<file path="config.mk">
export PLATFORM = sky130hd
export DESIGN_NAME = frequency_ordered_list
export DESIGN_NICKNAME = d
export VERILOG_FILES = /design/src/hdl/fol_pkg.sv /design/src/hdl/fol_ctrl.sv /design/src/hdl/fol_datapath.sv /design/src/hdl/frequency_ordered_list.sv
export SDC_FILE = /design/constraint.sdc
export NUM_CORES = 2
export LEC_CHECK = 0
export BUFFER_PORTS_ARGS = -buffer_cell sky130_fd_sc_hd__buf_2
export CAP_MARGIN = 30
export CORE_UTILIZATION = 48
export CTS_BUF_LIST = sky130_fd_sc_hd__clkbuf_8 sky130_fd_sc_hd__clkbuf_16
export DETAILED_ROUTE_END_ITERATION = 8
export GPL_TIMING_DRIVEN = 0
export HOLD_SLACK_MARGIN = 0.05
export PLACE_DENSITY = 0.72
export SLEW_MARGIN = 40
export SYNTH_ARGS = -nofsm -noshare
export SYNTH_HDL_FRONTEND = slang
export SYNTH_SLANG_ARGS = --single-unit
</file>
<file path="constraint.sdc">
create_clock -name clk -period 8.9 [get_ports clk]
set_clock_uncertainty 0.05 [all_clocks]
set_input_delay 1.78 -clock clk [delete_from_list [all_inputs] [get_ports clk]]
set_output_delay 1.78 -clock clk [all_outputs]
set_load 0.005 [all_outputs]
</file>
<file path="src/hdl/fol_pkg.sv">
// Shared types and codes of the frequency-ordered list.
// No dependencies; used by controller, datapath, top level and checker.
package fol_pkg;

  typedef enum logic [2:0] {
    S_IDLE,
    S_APPEND,
    S_FIND,
    S_RANK,
    S_MOVE
  } state_t;

  typedef enum logic [1:0] {
    R_LOCATED   = 2'd0,
    R_NOT_FOUND = 2'd1,
    R_APPENDED  = 2'd2,
    R_FULL      = 2'd3
  } result_t;

  typedef struct packed {
    logic load;
    logic find;
    logic rank;
    logic move;
    logic append;
  } cmd_t;

  typedef struct packed {
    logic hit;
  } stat_t;

endpackage

</file>
<file path="src/hdl/fol_ctrl.sv">
// Sequencer of the frequency-ordered list: steps through append, or find, rank and move.
// Depends on fol_pkg; drives the datapath through cmd_t and owns out_valid.
module fol_ctrl (
  input  logic           clk,
  input  logic           rst,
  input  logic           in_valid,
  input  logic           kind,
  input  logic           out_stall,
  input  fol_pkg::stat_t stat,
  output logic           in_stall,
  output logic           out_valid,
  output fol_pkg::cmd_t  cmd
);
  import fol_pkg::*;

  state_t state;
  state_t state_next;
  logic   out_valid_next;
  logic   out_free;

  assign out_free = !out_valid || !out_stall;

  always_ff @(posedge clk) begin
    if (rst) begin
      state     <= S_IDLE;
      out_valid <= 1'b0;
    end else begin
      state     <= state_next;
      out_valid <= out_valid_next;
    end
  end

  always_comb begin
    state_next = state;
    case (state)
      S_IDLE: begin
        if (in_valid) begin
          state_next = kind ? S_FIND : S_APPEND;
        end
      end
      S_APPEND: begin
        if (out_free) begin
          state_next = S_IDLE;
        end
      end
      S_FIND: begin
        state_next = stat.hit ? S_RANK : S_MOVE;
      end
      S_RANK: begin
        state_next = S_MOVE;
      end
      S_MOVE: begin
        if (out_free) begin
          state_next = S_IDLE;
        end
      end
      default: begin
        state_next = S_IDLE;
      end
    endcase
  end

  always_comb begin
    cmd      = '0;
    in_stall = 1'b1;
    case (state)
      S_IDLE: begin
        in_stall = 1'b0;
        cmd.load = in_valid;
      end
      S_APPEND: begin
        cmd.append = out_free;
      end
      S_FIND: begin
        cmd.find = 1'b1;
      end
      S_RANK: begin
        cmd.rank = 1'b1;
      end
      S_MOVE: begin
        cmd.move = out_free;
      end
      default: begin
        cmd = '0;
      end
    endcase
    out_valid_next = cmd.append || cmd.move || (out_valid && out_stall);
  end

endmodule

</file>
<file path="src/hdl/fol_datapath.sv">
// Entry row, parallel key compare, rank and shift, and result register.
// Depends on fol_pkg; commanded by fol_ctrl.
module fol_datapath #(
  parameter int ENTRIES    = 16,
  parameter int COUNT_BITS = 16
) (
  input  logic                clk,
  input  logic                rst,
  input  fol_pkg::cmd_t       cmd,
  input  logic signed [31:0]  key,
  output fol_pkg::stat_t      stat,
  output logic [1:0]          status,
  output logic [3:0]          position,
  output logic [15:0]         access_count
);
  import fol_pkg::*;

  localparam int IW = (ENTRIES > 1) ? $clog2(ENTRIES) : 1;
  localparam int CW = $clog2(ENTRIES + 1);

  logic [31:0]           keys   [ENTRIES];
  logic [COUNT_BITS-1:0] counts [ENTRIES];
  logic [CW-1:0]         used;
  logic [31:0]           key_q;
  logic [ENTRIES-1:0]    match;
  logic [ENTRIES-1:0]    gt;
  logic [IW-1:0]         idx;
  logic [IW-1:0]         idx_next;
  logic                  hit;
  logic [COUNT_BITS-1:0] cnt;
  logic [COUNT_BITS-1:0] cnt_sel;
  logic [IW:0]           dest_wide;
  logic [IW-1:0]         dest;
  logic                  full;
  logic [IW+3:0]         dest_ext;
  logic [CW+3:0]         used_ext;
  logic [COUNT_BITS+15:0] cnt_ext;

  assign stat.hit = |match;
  assign full     = (used == CW'(ENTRIES));
  assign dest_ext = {4'b0, dest};
  assign used_ext = {4'b0, used};
  assign cnt_ext  = {16'b0, cnt};

  always_comb begin
    idx_next = '0;
    for (int k = ENTRIES - 1; k >= 0; k--) begin
      if (match[k]) begin
        idx_next = IW'(k);
      end
    end
    cnt_sel = counts[idx_next];
  end

  always_comb begin
    dest_wide = '0;
    for (int k = 0; k < ENTRIES; k++) begin
      if (gt[k]) begin
        dest_wide = (IW + 1)'(k + 1);
      end
    end
    dest = dest_wide[IW-1:0];
  end

  always_ff @(posedge clk) begin
    if (cmd.load) begin
      key_q <= $unsigned(key);
      for (int k = 0; k < ENTRIES; k++) begin
        match[k] <= (keys[k] == $unsigned(key)) && (CW'(k) < used);
      end
    end
    if (cmd.find) begin
      idx <= idx_next;
      hit <= |match;
      cnt <= (cnt_sel == {COUNT_BITS{1'b1}}) ? cnt_sel : cnt_sel + COUNT_BITS'(1);
    end
    if (cmd.rank) begin
      for (int k = 0; k < ENTRIES; k++) begin
        gt[k] <= (counts[k] > cnt) && (IW'(k) < idx);
      end
    end
    if (cmd.move) begin
      for (int k = 0; k < ENTRIES; k++) begin
        if (hit && IW'(k) == dest) begin
          keys[k]   <= key_q;
          counts[k] <= cnt;
        end else if (hit && k > 0 && IW'(k) > dest && IW'(k) <= idx) begin
          keys[k]   <= keys[(k > 0) ? k - 1 : 0];
          counts[k] <= counts[(k > 0) ? k - 1 : 0];
        end
      end
      if (hit) begin
        status       <= R_LOCATED;
        position     <= dest_ext[3:0];
        access_count <= cnt_ext[15:0];
      end else begin
        status       <= R_NOT_FOUND;
        position     <= '0;
        access_count <= '0;
      end
    end
    if (cmd.append) begin
      if (!full) begin
        for (int k = 0; k < ENTRIES; k++) begin
          if (CW'(k) == used) begin
            keys[k]   <= key_q;
            counts[k] <= '0;
          end
        end
        status   <= R_APPENDED;
        position <= used_ext[3:0];
      end else begin
        status   <= R_FULL;
        position <= '0;
      end
      access_count <= '0;
    end
  end

  always_ff @(posedge clk) begin
    if (rst) begin
      used <= '0;
    end else if (cmd.append && !full) begin
      used <= used + CW'(1);
    end
  end

endmodule

</file>
<file path="src/hdl/frequency_ordered_list.sv">
// Top level of the frequency-count self-organizing list.
// Depends on fol_pkg, fol_ctrl and fol_datapath.
//
//   channel | valid     | stall     | payload
//   --------+-----------+-----------+----------------------------------
//   input   | in_valid  | in_stall  | kind, key
//   output  | out_valid | out_stall | status, position, access_count
//
// Append captures the key, then writes it; a locate that hits steps through
// capture and compare, find, rank and move, a miss skips rank; one item at a time.
// A result waits in the output register; the next item is accepted meanwhile,
// and its final step holds until out_stall releases the register.
// Reset empties the list at once; entry contents need no clearing.
module frequency_ordered_list #(
  parameter int ENTRIES    = 16,
  parameter int COUNT_BITS = 16
) (
  input  logic               clk,
  input  logic               rst,
  input  logic               in_valid,
  output logic               in_stall,
  input  logic               kind,
  input  logic signed [31:0] key,
  output logic               out_valid,
  input  logic               out_stall,
  output logic [1:0]         status,
  output logic [3:0]         position,
  output logic [15:0]        access_count
);
  import fol_pkg::*;

  cmd_t  cmd;
  stat_t stat;

  fol_ctrl u_ctrl (
    .clk       (clk),
    .rst       (rst),
    .in_valid  (in_valid),
    .kind      (kind),
    .out_stall (out_stall),
    .stat      (stat),
    .in_stall  (in_stall),
    .out_valid (out_valid),
    .cmd       (cmd)
  );

  fol_datapath #(
    .ENTRIES    (ENTRIES),
    .COUNT_BITS (COUNT_BITS)
  ) u_datapath (
    .clk          (clk),
    .rst          (rst),
    .cmd          (cmd),
    .key          (key),
    .stat         (stat),
    .status       (status),
    .position     (position),
    .access_count (access_count)
  );

endmodule

</file>
# Word level (Yosys, flattened, before mapping)
# Memory sizes are Yosys's and may differ from the RTL's.
# Index checks and enable logic that the tools add are counted.
# op_classes
addsub,2
order_cmp,78
eq_ne,54
muxes,287
bitwise_logic,62
reduce_logical,93
# op_table
operator,count
$mux 32,31
$mux 16,33
$eq 32x32->1,16
$gt 16x16->1,16
$mux 1,181
$mux 4,29
$logic_and 1x1->1,80
$or 1x1->1,62
$eq 4x5->1 const A,8
$lt 4x5->1 const A,8
$eq 4x4->1 const A,8
$gt 4x4->1 const A,8
$le 4x4->1 const A,8
$lt 4x4->1 const A,8
$mux 3,7
$eq 3x5->1 const A,4
$lt 3x5->1 const A,4
$add 16x1->16 const B,1
$eq 16x16->1 const B,1
$eq 3x4->1 const A,4
$gt 3x4->1 const A,4
$le 3x4->1 const A,4
$lt 3x4->1 const A,4
$reduce_or 16->1,1
29 further kinds,46
# totals
ff_bits,116
mem_bits_rw,768
inputBits,37
wordCells,590
mem_count,2
# mem_list
name,words,width,rd,rd_ports_with_merged_regs,wr,line,rtl
u_datapath.keys,16,32,16,0,16,fol_datapath.sv:21,logic [31:0] keys [ENTRIES];
u_datapath.counts,16,16,17,0,16,fol_datapath.sv:22,logic [COUNT_BITS-1:0] counts [ENTRIES];

# Depth between registers and ports, before layout
# logic_depth
ltp_word,25
mapped_depth,20
ltp_nobuf,15

# Cells and area by module
# Synthesis repeated with hierarchy kept, for this count alone.
# hier_totals
hier_cells,4540
area_unflattened_um2,50458.4
# modules_own_cells
mod,instances,cells_per_inst,area_each_um2,seq_area_each_um2
fol_datapath,1,4509,50204.4,23622.7
fol_ctrl,1,31,254.0,80.1

# Least setup slack after synthesis
# No wires, ideal clock.
# synth_path
path_kind,input to register
from,input out_stall
to,memory u_datapath.counts[2][0] (enable)
arrival_time_ns,6.457
setup_slack_ns,1.867
path_stages,7
n_path_buf,1
cell_sequence,a21oi_1 and3_1 clkbuf_1 nand2_1 nor2_1 nand2_1 o31ai_1
# synth_lines
item,line,rtl
"start, declared",frequency_ordered_list.sv:25,"input logic out_stall,"
"end, declared",fol_datapath.sv:22,

==> run summary <==
CP Data Arrival Time: 6.58 ns
Initial antenna violation count: 3
CTS Hold Buffers Added: 0
CP endpoint: u_datapath.keys[0][94]
Synth Register Bits: 883
Area contributors post-synth: edfxtp_1 (50%), xor2_1 (6.3%), ha_1 (6.1%)
H-tree depth: 3
DRC violations left: 0
Cell count along the critical path: 15
Lkg Pwr: 19.2 nW
RSZ-0062 raised after global routing: false
Clock tree root buffer cell: clkbuf_16
Synth warn: 0
Number of synthesized flops with an enable pin: 842
Setup TNS: 0 ns
Run status: finished, final reports clean
Largest net degree at the start of global routing: 34
Die area: 0.106 mm2
Vias per cell: 6.41
Busiest metal layer after global routing: met2
DRT antenna net count: 0
1st-pass router iterations: 6
Top FF cell, synth: edfxtp_1
Starting DRC count in detailed routing: 5298
Sequential-to-total area share from yosys stat: 52.0%
Crit share post-route: 69.9%
CP required: 9.26 ns
Die W: 326 um
CTS Buf Count: 95
Pre-CTS setup slack: 2.16 ns
Routability cong.: 1.05
Delay-heaviest family, CP: buffers and inverters
Core Rows: 118
Grt total ovfl: 0
First-pass GRT wire length: 253000 um
CP max-delay cell: clkbuf_1
Hold crit path type: reg2reg
Worst vdd ir: 0.183 mV
WS Path Type: in2reg
Max Freq: 161 MHz
Final Net Count: 4760
Ordered cell list for the critical path: buf_2, a21oi_1, and3_1, clkbuf_1, nand2_1, nor2_1, nand2_1, nor3_1, clkbuf_1, clkbuf_2, a31oi_1, o31ai_4, buf_6, buf_4, buf_6
Total GRT Usage: 33.2%
Fraction of registers with async set/reset: 0%
Setup crit start kind: input pin
Initial Util: 48.5%
Routing usage on met1: 46.0%
Cell Area, Synth: 0.0502 mm2
HPWL after detailed placement: 144000 um
Share of post-route cells with drive strength above 1: 14.1%
CP Buf/Inv Count: 7
RR Endpoint: u_datapath.keys[0][94]
Pins Over Slew Limit: 0
Reg clk slew, reported paths: 0.06 ns
R2r setup slk: 3.36 ns
Final min period: 6.22 ns
Core area: 0.104 mm2
Area growth from synthesis to layout: 12.1%
Sink Count: 883
Post-Syn Nets: 4556
Via count: 38100
Crit-path max FO: 10
Setup violations, final: 0
Die Y-Extent: 326 um
Setup bufs post-CTS: 0
Slew @ Worst Pin: 0.913 ns
Power Density: 170 mW/mm2
Slew HR: 38.6%
Final WS setup: 2.68 ns
Wire per inst: 30.3 um
CTS tree: yes
R2r worst-path depth: 14
Yosys top cell by area: edfxtp_1
I/O Buffers: 59
Cells after synthesis: 4275
Syn avg cell area: 11.8 um2
Synth cell types: 86
Worst hold margin: 0.395 ns
# IOs: 61
Longest Clk Path Bufs: 3
Total wire length: 180000 um
Met2 Resource Use GR: 50.5%
Vias in the first global route: 36100
Clk_lat worst skew: 0.70 ns
Max Cap Violations: 0
Worst r2r src: u_ctrl.state[2]
CP peak stage delay: 0.62 ns
Final Hold Fails: 0
Crit end category: flop
CTS resizes: 0
Crit path from: out_stall
M3 GR Usage: 7.01%
Top-area cell type share of the netlist area: 50.3%
## stage by stage
stage               instance area [um2]  instances  total power, W  util (%)
finish                            56300       5939         0.00956      54.3
global route                      56300       5937         0.00974      54.3
CTS                               56300       5935         0.00950      54.3
detailed placement                53200       5760         0.00566      51.4
global placement                  52300       5714         0.00563      50.4
floorplan                         50200       4275         0.00526         -
## cells by family (layout without fill, tap and decap cells)
logic type,after synthesis,in the layout,share of synthesized area (%)
fa+ha+maj,244,244,6.08
simple gates,1106,1106,10.6
mux,293,293,6.91
xor+xnor,523,523,9.12
flops,883,883,52.0
buf+inv,354,636,2.82
compound gates,872,872,12.5
other cells,0,2,0
## where the power goes
group	internal [W]	switching [W]	total (W)
Clock	0.00218	0.00176	0.00394
Sequential	0.00457	0.0000513	0.00463
Combinational	0.000321	0.000668	0.000989
## worst min-delay path by stage
stage               cells past startpoint  slack (ns)                        start                           to
global placement                        2        0.38  u_datapath.access_count[15]  u_datapath.access_count[15]
finish                                  2        0.40   u_datapath.access_count[4]   u_datapath.access_count[4]
floorplan                               2        0.40  u_datapath.access_count[10]  u_datapath.access_count[10]
global route                            2        0.43   u_datapath.access_count[7]   u_datapath.access_count[7]
detailed placement                      2        0.39   u_datapath.access_count[6]   u_datapath.access_count[6]
CTS                                     2        0.40   u_datapath.access_count[4]   u_datapath.access_count[4]
## cell usage after synthesis, drive strengths merged (8+ instances only)
cell     number
nor2        118
o22ai         8
a22o        267
and2         38
nand2b       42
mux2        226
a221oi        8
ha          244
or4           8
a21o         38
or2           9
o2bb2ai      26
o21a         33
mux2i        49
nand4       104
mux4         18
a21oi       119
nand2       497
xnor2       163
a22oi        15
clkbuf      257
buf          43
dfxtp        41
o221a        15
o211ai       26
and3          9
edfxtp      842
a2bb2oi      40
inv          53
nor4        110
nand3        70
nor2b        37
nor3         45
or3          12
o21ai       215
xor2        360
a211oi        8
## routing by layer
| layer | share of wire [%] | wire length (um) | vias up |
|---|---|---|---|
| li1 | - | - | 16500 |
| met5 | 0 | 0 | - |
| met1 | 40 | 72200 | 18700 |
| met3 | 11 | 20500 | 420 |
| met4 | 4.7 | 8490 | 0 |
| met2 | 44 | 78900 | 2403 |
## final cells by class
class | instances | area, um2
multi-input cells | 3038 | 23000
inverters | 54 | 210
repair buffers | 107 | 966
clock buffers | 101 | 2470
diodes | 2 | 5.00
plain buffers | 300 | 1280
fillers | 8870 | 47300
clock inverters | 74 | 541
flip-flops and latches | 883 | 26100
well taps | 1380 | 1730
## worst reg2reg max path, cell delays in order (launching register included)
cell	delay, ns
dfxtp_1	0.42
nor2b_1	0.33
and3_1	0.20
clkbuf_1	0.48
nand2_1	0.37
nor2_1	0.32
nand2_1	0.39
nor3_1	0.59
clkbuf_1	0.62
clkbuf_2	0.53
a31oi_1	0.14
o31ai_4	0.16
buf_6	0.24
buf_4	0.23
buf_6	0.19
## registers in the layout, summed over array words and instances, names as in the netlist
signal and count:
u_datapath.keys 512, u_ctrl.state 3, u_datapath.cnt 16, u_datapath.match 16, u_datapath.access_count 16, u_datapath.used 5
u_datapath.idx 4, u_datapath.gt 15, u_datapath.position 4, u_datapath.status 2, u_datapath.counts 256, u_datapath.key_q 32
u_ctrl.out_valid 1, u_datapath.hit 1
## cells in the final DEF (no fill, tap or decap), types with 13 or more instances in the layout
master,count
buf_2,92
a2bb2oi_1,40
nand2b_1,42
nor4_1,103
nor2_1,114
o21ai_0,208
mux2_2,224
nand3_1,70
ha_1,244
inv_1,63
o211ai_1,26
a21oi_1,117
o221a_2,15
a21o_1,38
mux2i_1,49
nand4_1,103
clkbuf_1,211
and2_1,37
buf_4,13
o2bb2ai_1,25
a22oi_1,15
clkbuf_16,96
clkinv_1,22
o21a_1,33
clkbuf_2,46
nor3_1,37
xor2_1,360
a22o_1,267
nand2_1,495
inv_2,13
dfxtp_1,41
nor2b_1,37
xnor2_1,163
clkinv_2,15
edfxtp_1,842
No activity file was read; power rests on OpenSTA's default activity.
